===== src/sv/isa_pkg.sv =====
`default_nettype none

package isa_pkg;

  localparam int unsigned DATA_W          = 32;
  localparam int unsigned STACK_DEPTH_DEF = 64;
  localparam int unsigned DIV_CNT_W       = $clog2(DATA_W + 1);

  typedef enum logic [2:0] {
    CMD_PUSH = 3'd0,
    CMD_PEEK = 3'd1,
    CMD_POP  = 3'd2,
    CMD_SUB  = 3'd3,
    CMD_DIV  = 3'd4,
    CMD_MUL  = 3'd5
  } cmd_e;

  typedef enum logic [2:0] {
    ST_OK         = 3'd0,
    ST_PEEK_EMPTY = 3'd1,
    ST_POP_EMPTY  = 3'd2,
    ST_SUB_SHORT  = 3'd3,
    ST_DIV_SHORT  = 3'd4,
    ST_DIV_ZERO   = 3'd5,
    ST_MUL_SHORT  = 3'd6,
    ST_PUSH_FULL  = 3'd7
  } status_e;

  typedef enum logic [3:0] {
    OP_NONE,
    OP_PUSH,
    OP_POP,
    OP_SUB,
    OP_MUL_START,
    OP_MUL_COMMIT,
    OP_DIV_START,
    OP_DIV_STEP,
    OP_DIV_COMMIT
  } dp_op_e;

  typedef struct packed {
    logic    load_in;
    logic    out_load;
    logic    set_status;
    status_e status;
    dp_op_e  op;
  } dp_ctl_t;

  typedef struct packed {
    logic empty;
    logic short_stack;
    logic full;
    logic top_zero;
    logic div_done;
  } dp_sts_t;

endpackage

`default_nettype wire


===== src/sv/integer_stack_alu.sv =====
`default_nettype none

// Stack machine over signed 32-bit integers: one command in, one result out.
// Input channel (in_valid_i/in_ready_o) carries command_i and push_value_i;
// output channel (out_valid_o/out_ready_i) carries top_value_o, top_valid_o
// and status_o. A transfer happens when valid and ready are both high.
// Push, peek, pop and subtract pass through the execute and output states;
// multiply adds a state for its registered product, and divide runs a
// 32-step restoring divider, one quotient bit per cycle, plus a sign fix.
// Each item also waits for the registered stack memory read of the element
// under the top, so a new item is never taken before the last is done.
// A finished result sits in the output register; the next item is taken in
// the same cycle the result is loaded there. If the receiver stalls, the
// result holds and the block stops taking items once its next result is due.
// Reset empties the stack and clears out_valid_o; memory contents are not
// cleared, since only entries below the element count are ever used.

module integer_stack_alu #(
  parameter int unsigned STACK_DEPTH = isa_pkg::STACK_DEPTH_DEF
) (
  input  wire logic               clk_i,
  input  wire logic               rst_ni,
  input  wire logic               in_valid_i,
  output logic                    in_ready_o,
  input  wire logic        [2:0]  command_i,
  input  wire logic signed [31:0] push_value_i,
  output logic                    out_valid_o,
  input  wire logic               out_ready_i,
  output logic signed      [31:0] top_value_o,
  output logic                    top_valid_o,
  output logic             [2:0]  status_o
);

  isa_pkg::dp_ctl_t ctl;
  isa_pkg::dp_sts_t sts;

  isa_ctrl u_ctrl (
    .clk_i       (clk_i),
    .rst_ni      (rst_ni),
    .in_valid_i  (in_valid_i),
    .in_ready_o  (in_ready_o),
    .command_i   (command_i),
    .out_valid_o (out_valid_o),
    .out_ready_i (out_ready_i),
    .ctl_o       (ctl),
    .sts_i       (sts)
  );

  isa_dp #(
    .STACK_DEPTH (STACK_DEPTH)
  ) u_dp (
    .clk_i        (clk_i),
    .rst_ni       (rst_ni),
    .ctl_i        (ctl),
    .sts_o        (sts),
    .push_value_i (push_value_i),
    .top_value_o  (top_value_o),
    .top_valid_o  (top_valid_o),
    .status_o     (status_o)
  );

endmodule

`default_nettype wire


===== src/sv/isa_dp.sv =====
`default_nettype none

module isa_dp #(
  parameter int unsigned STACK_DEPTH = isa_pkg::STACK_DEPTH_DEF
) (
  input  wire logic                         clk_i,
  input  wire logic                         rst_ni,
  input  wire isa_pkg::dp_ctl_t             ctl_i,
  output isa_pkg::dp_sts_t                  sts_o,
  input  wire logic [isa_pkg::DATA_W-1:0]   push_value_i,
  output logic      [isa_pkg::DATA_W-1:0]   top_value_o,
  output logic                              top_valid_o,
  output logic      [2:0]                   status_o
);

  localparam int unsigned DW = isa_pkg::DATA_W;
  localparam int unsigned CW = $clog2(STACK_DEPTH + 1);
  localparam int unsigned AW = $clog2(STACK_DEPTH);
  localparam int unsigned NW = isa_pkg::DIV_CNT_W;

  // Top of stack lives in top_q; the memory holds the elements below it.
  logic [DW-1:0] mem [STACK_DEPTH];

  logic [CW-1:0] count_q, count_d;
  logic [DW-1:0] top_q, val_q, rd_q, mul_q;
  logic [DW-1:0] num_q, den_q, rem_q;
  logic          qneg_q;
  logic [NW-1:0] div_cnt_q;
  logic [2:0]    status_q;
  logic [DW-1:0] top_out_q;
  logic          top_valid_q;
  logic [2:0]    status_out_q;

  logic [CW-1:0] cnt_m1, cnt_m2;
  logic [AW-1:0] rd_addr, wr_addr;
  logic          wr_en;
  logic [DW-1:0] abs_rd, abs_top, quo_fix;
  logic [DW:0]   rem_sh, diff;
  logic [2*DW-1:0] prod;

  assign cnt_m1  = count_q - CW'(1);
  assign cnt_m2  = count_q - CW'(2);
  assign rd_addr = cnt_m2[AW-1:0];
  assign wr_addr = cnt_m1[AW-1:0];
  assign wr_en   = (ctl_i.op == isa_pkg::OP_PUSH) && (count_q != '0);

  assign abs_rd  = rd_q[DW-1]  ? (~rd_q + DW'(1))  : rd_q;
  assign abs_top = top_q[DW-1] ? (~top_q + DW'(1)) : top_q;
  assign quo_fix = qneg_q ? (~num_q + DW'(1)) : num_q;
  assign rem_sh  = {rem_q, num_q[DW-1]};
  assign diff    = rem_sh - {1'b0, den_q};
  assign prod    = rd_q * top_q;

  assign sts_o.empty       = (count_q == '0);
  assign sts_o.short_stack = (count_q < CW'(2));
  assign sts_o.full        = (count_q == CW'(STACK_DEPTH));
  assign sts_o.top_zero    = (top_q == '0);
  assign sts_o.div_done    = (div_cnt_q == '0);

  always_ff @(posedge clk_i) begin
    if (wr_en) begin
      mem[wr_addr] <= top_q;
    end
    rd_q <= mem[rd_addr];
  end

  always_comb begin
    count_d = count_q;
    case (ctl_i.op)
      isa_pkg::OP_PUSH: count_d = count_q + CW'(1);
      isa_pkg::OP_POP, isa_pkg::OP_SUB, isa_pkg::OP_MUL_COMMIT,
      isa_pkg::OP_DIV_COMMIT: count_d = cnt_m1;
      default: count_d = count_q;
    endcase
  end

  always_ff @(posedge clk_i or negedge rst_ni) begin
    if (!rst_ni) begin
      count_q <= '0;
    end else begin
      count_q <= count_d;
    end
  end

  always_ff @(posedge clk_i) begin
    if (ctl_i.load_in) begin
      val_q <= push_value_i;
    end
    if (ctl_i.set_status) begin
      status_q <= ctl_i.status;
    end
    if (ctl_i.out_load) begin
      top_out_q    <= (count_q != '0) ? top_q : '0;
      top_valid_q  <= (count_q != '0);
      status_out_q <= status_q;
    end
    case (ctl_i.op)
      isa_pkg::OP_PUSH:       top_q <= val_q;
      isa_pkg::OP_POP:        top_q <= rd_q;
      isa_pkg::OP_SUB:        top_q <= rd_q - top_q;
      isa_pkg::OP_MUL_START:  mul_q <= prod[DW-1:0];
      isa_pkg::OP_MUL_COMMIT: top_q <= mul_q;
      isa_pkg::OP_DIV_START: begin
        num_q     <= abs_rd;
        den_q     <= abs_top;
        rem_q     <= '0;
        qneg_q    <= rd_q[DW-1] ^ top_q[DW-1];
        div_cnt_q <= NW'(DW);
      end
      isa_pkg::OP_DIV_STEP: begin
        // restoring step: shift in one dividend bit, keep difference if nonnegative
        div_cnt_q <= div_cnt_q - NW'(1);
        if (!diff[DW]) begin
          rem_q <= diff[DW-1:0];
          num_q <= {num_q[DW-2:0], 1'b1};
        end else begin
          rem_q <= rem_sh[DW-1:0];
          num_q <= {num_q[DW-2:0], 1'b0};
        end
      end
      isa_pkg::OP_DIV_COMMIT: top_q <= quo_fix;
      default: ;
    endcase
  end

  assign top_value_o = top_out_q;
  assign top_valid_o = top_valid_q;
  assign status_o    = status_out_q;

endmodule

`default_nettype wire


===== src/sv/isa_ctrl.sv =====
`default_nettype none

module isa_ctrl (
  input  wire logic             clk_i,
  input  wire logic             rst_ni,
  input  wire logic             in_valid_i,
  output logic                  in_ready_o,
  input  wire logic [2:0]       command_i,
  output logic                  out_valid_o,
  input  wire logic             out_ready_i,
  output isa_pkg::dp_ctl_t      ctl_o,
  input  wire isa_pkg::dp_sts_t sts_i
);

  typedef enum logic [2:0] {
    S_IDLE,
    S_EXEC,
    S_MUL,
    S_DIV,
    S_OUT
  } state_e;

  state_e            state_q, state_d;
  isa_pkg::cmd_e     cmd_q, cmd_d;
  logic              out_valid_q, out_valid_d;
  logic              out_free;

  assign out_free = !out_valid_q || out_ready_i;

  always_comb begin
    state_d          = state_q;
    cmd_d            = cmd_q;
    out_valid_d      = out_valid_q && !out_ready_i;
    in_ready_o       = 1'b0;
    ctl_o.load_in    = 1'b0;
    ctl_o.out_load   = 1'b0;
    ctl_o.set_status = 1'b0;
    ctl_o.status     = isa_pkg::ST_OK;
    ctl_o.op         = isa_pkg::OP_NONE;
    unique case (state_q)
      S_IDLE: begin
        in_ready_o = 1'b1;
        if (in_valid_i) begin
          ctl_o.load_in = 1'b1;
          cmd_d         = isa_pkg::cmd_e'(command_i);
          state_d       = S_EXEC;
        end
      end
      S_EXEC: begin
        ctl_o.set_status = 1'b1;
        state_d          = S_OUT;
        unique case (cmd_q)
          isa_pkg::CMD_PUSH: begin
            if (sts_i.full) ctl_o.status = isa_pkg::ST_PUSH_FULL;
            else            ctl_o.op     = isa_pkg::OP_PUSH;
          end
          isa_pkg::CMD_PEEK: begin
            if (sts_i.empty) ctl_o.status = isa_pkg::ST_PEEK_EMPTY;
          end
          isa_pkg::CMD_POP: begin
            if (sts_i.empty) ctl_o.status = isa_pkg::ST_POP_EMPTY;
            else             ctl_o.op     = isa_pkg::OP_POP;
          end
          isa_pkg::CMD_SUB: begin
            if (sts_i.short_stack) ctl_o.status = isa_pkg::ST_SUB_SHORT;
            else                   ctl_o.op     = isa_pkg::OP_SUB;
          end
          isa_pkg::CMD_DIV: begin
            // short stack takes precedence over a zero divisor
            if (sts_i.short_stack) begin
              ctl_o.status = isa_pkg::ST_DIV_SHORT;
            end else if (sts_i.top_zero) begin
              ctl_o.status = isa_pkg::ST_DIV_ZERO;
            end else begin
              ctl_o.op = isa_pkg::OP_DIV_START;
              state_d  = S_DIV;
            end
          end
          isa_pkg::CMD_MUL: begin
            if (sts_i.short_stack) begin
              ctl_o.status = isa_pkg::ST_MUL_SHORT;
            end else begin
              ctl_o.op = isa_pkg::OP_MUL_START;
              state_d  = S_MUL;
            end
          end
          default: ;
        endcase
      end
      S_MUL: begin
        ctl_o.op = isa_pkg::OP_MUL_COMMIT;
        state_d  = S_OUT;
      end
      S_DIV: begin
        if (sts_i.div_done) begin
          ctl_o.op = isa_pkg::OP_DIV_COMMIT;
          state_d  = S_OUT;
        end else begin
          ctl_o.op = isa_pkg::OP_DIV_STEP;
        end
      end
      S_OUT: begin
        // once the output is free, hand the result to the output register and take the next item at once
        if (out_free) begin
          ctl_o.out_load = 1'b1;
          out_valid_d    = 1'b1;
          in_ready_o     = 1'b1;
          if (in_valid_i) begin
            ctl_o.load_in = 1'b1;
            cmd_d         = isa_pkg::cmd_e'(command_i);
            state_d       = S_EXEC;
          end else begin
            state_d = S_IDLE;
          end
        end
      end
      default: state_d = S_IDLE;
    endcase
  end

  always_ff @(posedge clk_i or negedge rst_ni) begin
    if (!rst_ni) begin
      state_q     <= S_IDLE;
      cmd_q       <= isa_pkg::CMD_PUSH;
      out_valid_q <= 1'b0;
    end else begin
      state_q     <= state_d;
      cmd_q       <= cmd_d;
      out_valid_q <= out_valid_d;
    end
  end

  assign out_valid_o = out_valid_q;

endmodule

`default_nettype wire


===== config.mk =====
export PLATFORM = sky130hd
export DESIGN_NAME = integer_stack_alu
export DESIGN_NICKNAME = d
export VERILOG_FILES = /design/src/sv/isa_pkg.sv /design/src/sv/integer_stack_alu.sv /design/src/sv/isa_dp.sv /design/src/sv/isa_ctrl.sv
export SDC_FILE = /design/constraint.sdc
export NUM_CORES = 2
export LEC_CHECK = 0
export ABC_AREA = 0
export BUFFER_PORTS_ARGS = -buffer_cell sky130_fd_sc_hd__buf_2
export CAP_MARGIN = 20
export CORE_MARGIN = 3
export CORE_UTILIZATION = 50
export CTS_CLUSTER_SIZE = 25
export DETAILED_ROUTE_END_ITERATION = 7
export PLACE_DENSITY = 0.68
export SLEW_MARGIN = 20
export SYNTH_ARGS = -nofsm -noshare
export SYNTH_HDL_FRONTEND = slang
export SYNTH_SLANG_ARGS = --single-unit
export TNS_END_PERCENT = 20

===== constraint.sdc =====
create_clock -name clk_i -period 10 [get_ports clk_i]
set_input_delay 1 -clock clk_i [delete_from_list [all_inputs] [get_ports clk_i]]
set_output_delay 1 -clock clk_i [all_outputs]
set_load 0.005 [all_outputs]

==> impl_metrics.tcl <==
set metrics [dict create \
    async_reset_ff_share_pct 0.600 \
    cp_slowest_cell "edfxtp_1" \
    synth_nets 7057 \
    dp_slack_ns 1.87 \
    die_w_um 475 \
    antenna_found_initial 14 \
    dp_hpwl_um 177000 \
    start_util_pct 50.4 \
    grt_pass1_wl_um 435000 \
    synth_edf_count 2286 \
    gp_congestion 0.902 \
    post-route-period-util_pct 82.3 \
    avgRoutedWirePerCell_um 31.4 \
    viasPerCell 6.23 \
    cp_data_arrival_time_ns 8.89 \
    outcome "finished, final reports clean" \
    hold_viol 0 \
    io_buffer_count 76 \
    cts.sinks 2332 \
    cp-start-kind "flip-flop" \
    cts_buffers 228 \
    yosysWarnings 0 \
    worst_slack_ns 1.77 \
    ys_types 78 \
    seq_area_frac_synth_pct 63.4 \
    grt_remaining_overflow 0 \
    first_global_vias 60297 \
    yosys.area.top_type "edfxtp_1" \
    hold_path.class "input port to flip-flop" \
    crit_top_cell "fa_1" \
    cts_buffer_depth 3 \
    postCtsSetupBuffers 0 \
    avgSynthCellArea_sq_um 17.2 \
    rows 171 \
    ys_top_cells_by_area "edfxtp_1 (63%), mux4_2 (13%), fa_1 (7.5%)" \
    synth_compound_area_share_pct 2.89 \
    postCtsHoldBufs 1 \
    cp_max_fo 41 \
    htree_levels 4 \
    wirelength_um 302000 \
    nets 7230 \
    synth_top_family_by_area "multiplexers" \
    crit_required_ns 10.66 \
    cp_cell_sequence "buf_4 -> and2_1 -> fa_1 -> inv_1 -> fa_1 -> fa_1 -> fa_1 -> inv_1 -> fa_1 -> fa_1 -> fa_1 -> fa_1 -> ha_1 -> a21o_1 -> a21o_1 -> a21oi_1 -> o21ai_0 -> a21o_1 -> a211o_1 -> a2111oi_0 -> o21ai_0 -> xnor2_1" \
    ctsResizeCount 0 \
    ios 77 \
    critPathKind "flip-flop to flip-flop" \
    synthMuxAreaShare_pct 14.0 \
    drtIter0Drc 7640 \
    drt_first_pass_iters 7 \
    synth_xor_area_share_pct 1.87 \
    drv_cap 0 \
    synth-simple-area-share_pct 5.03 \
    cts.clk_slew.worst_paths_ns 0.07 \
    ant_nets 0 \
    yosys.area_share.adder_pct 9.89 \
    fin_setup_tns_ns 0 \
    syn_to_final_growth_pct 10.9 \
    max-slew-margin-rel_pct 16.4 \
    cts_root_buffer "clkbuf_16" \
    crit_path_end_kind "flip-flop" \
    setup_viol 0 \
    clock_skew_ns 0.0759 \
    rsz0062_at_grt "no" \
    tritoncts "yes" \
    die_area_sq_mm 0.225 \
    netlist.area_leader.share_pct 62.5 \
    grt_max_degree 143 \
    synth_seq_cells 2332 \
    layout-drive-gt1-share_pct 20.1 \
    synth_top_flop_cell "edfxtp_1" \
    netlist_area_sq_mm 0.110 \
    period_needed_ns 8.23 \
    die_y_um 475 \
    routed-via-count 59955 \
    drc 0 \
    clock_latency_ns 0.92 \
    grt_use_total_pct 27.1 \
    slew_viol_final 0 \
    worst_pin_slew_ns 1.24 \
    cpPeakStageDelay_ns 0.83 \
    synth_cells 6396 \
    core_sq_mm 0.218 \
    fmax_mhz 122 \
]
## synth_stat cells (8+ instances only)
| master | n |
|---|---|
| a211oi_1 | 23 |
| a21o_1 | 46 |
| a21oi_1 | 108 |
| a221oi_1 | 18 |
| a222oi_1 | 12 |
| a31oi_1 | 29 |
| and2_1 | 226 |
| and3_1 | 16 |
| buf_1 | 69 |
| buf_2 | 11 |
| clkbuf_1 | 251 |
| dfrtp_1 | 14 |
| dfxtp_1 | 32 |
| edfxtp_1 | 2286 |
| fa_1 | 410 |
| ha_1 | 212 |
| inv_1 | 511 |
| mux2i_1 | 47 |
| mux4_2 | 658 |
| nand2_1 | 451 |
| nand2b_1 | 17 |
| nand3_1 | 59 |
| nor2_1 | 255 |
| nor2b_1 | 21 |
| nor3_1 | 27 |
| o211ai_1 | 14 |
| o21a_1 | 17 |
| o21ai_0 | 114 |
| o21bai_1 | 8 |
| o22ai_1 | 9 |
| o31a_1 | 8 |
| o31ai_1 | 26 |
| o41ai_1 | 14 |
| or3_1 | 30 |
| or4_1 | 12 |
| xnor2_1 | 152 |
| xor2_1 | 82 |
## stage by stage
| stage | hold WS [ns] | area (sq um) | instances | util, % |
|---|---|---|---|---|
| after floorplan | 0.400 | 110000 | 6396 | - |
| after global placement | 0.490 | 115000 | 9191 | 52.6 |
| after detailed placement | 0.495 | 115000 | 9191 | 52.6 |
| after CTS | 0.208 | 122000 | 9610 | 55.9 |
| after global routing | 0.228 | 122000 | 9612 | 55.9 |
| final | 0.266 | 122000 | 9621 | 55.9 |
## metal layers
layer | part of all wire [%] | global-route usage, %
met1 | 39 | 37.9
met2 | 47 | 42.5
met3 | 9.5 | 5.22
met4 | 4.3 | 10.7
met5 | 0.019 | 0
## state kept, by name, indices dropped and copies added (netlist names), 6 cells and up
| signal | flops |
|---|---|
| u_dp.mem | 2048 |
| u_dp.den_q | 32 |
| u_dp.mul_q | 32 |
| u_dp.num_q | 32 |
| u_dp.rd_q | 32 |
| u_dp.rem_q | 32 |
| u_dp.top_q | 32 |
| u_dp.top_value_o | 32 |
| u_dp.val_q | 32 |
| u_dp.count_q | 7 |
| u_dp.div_cnt_q | 6 |
## cell families after synthesis
kind of cell,after synthesis
XOR/XNOR,234
adder cells (fa/ha/maj),622
AND/OR/NAND/NOR,1167
multiplexers,709
buffers and inverters,847
flip-flops,2332
AO/OA/AOI/OAI,485
## final cells by class
cell class                      count  area, sq um
Fill cell                       16574        96000
Sequential cell                  2332        69600
Multi-Input combinational cell   3217        37600
Clock buffer                      287         5960
Tap cell                         2854         3570
Timing Repair Buffer              277         1940
Inverter                          513         1930
Clock inverter                    131         1170
Antenna cell                       10         25.0
## layout by cell type (no fill, tap or decap), types with 27 or more instances in the layout
cell	synthesis	layout
edfxtp_1	2286	2286
mux4_2	658	658
inv_1	511	510
nand2_1	451	451
fa_1	410	410
clkbuf_16	0	229
and2_1	226	226
ha_1	212	211
buf_4	0	196
nor2_1	255	186
xnor2_1	152	148
o21ai_0	114	114
a21oi_1	108	108
xor2_1	82	81
buf_2	11	76
nor2_4	0	68
nand3_1	59	59
clkbuf_1	251	57
clkinv_1	0	54
mux2i_1	47	47
a21o_1	46	46
clkinv_2	0	34
dfxtp_1	32	32
or3_1	30	30
a31oi_1	29	29
nor3_1	27	27
## worst max-delay path: cells and delay by family (launching register included)
kind | cells | cell delay, ns
XOR/XNOR | 1 | 0.16
adder cells (fa/ha/maj) | 9 | 4.12
AO/OA/AOI/OAI | 8 | 2.00
buffers and inverters | 3 | 0.63
flip-flops | 1 | 0.83
AND/OR/NAND/NOR | 1 | 0.21
## final timing paths
| path | start | to | slack (ns) | cells after the start |
|---|---|---|---|---|
| setup / recovery | u_dp.top_q[4]$_DFFE_PP_ | u_dp.mul_q[31]$_DFFE_PN_ | 1.77 | 22 |
| max in group asynchronous | rst_ni | u_dp.count_q[0]$_DFFE_PN0P_ | 8.91 | 2 |
| min in group asynchronous | rst_ni | u_dp.count_q[1]$_DFFE_PN0P_ | 0.74 | 2 |
| setup reg to reg | u_dp.top_q[4]$_DFFE_PP_ | u_dp.mul_q[31]$_DFFE_PN_ | 1.77 | 22 |
| hold / removal | push_value_i[25] | u_dp.val_q[25]$_DFFE_PP_ | 0.27 | 1 |
| hold reg to reg | u_dp.status_q[2]$_SDFFCE_PN0P_ | u_dp.status_o[2]$_DFFE_PP_ | 0.52 | 0 |
Power is not shown: default switching activity piles up to over one toggle a cycle in this logic, so the estimate is an artifact.
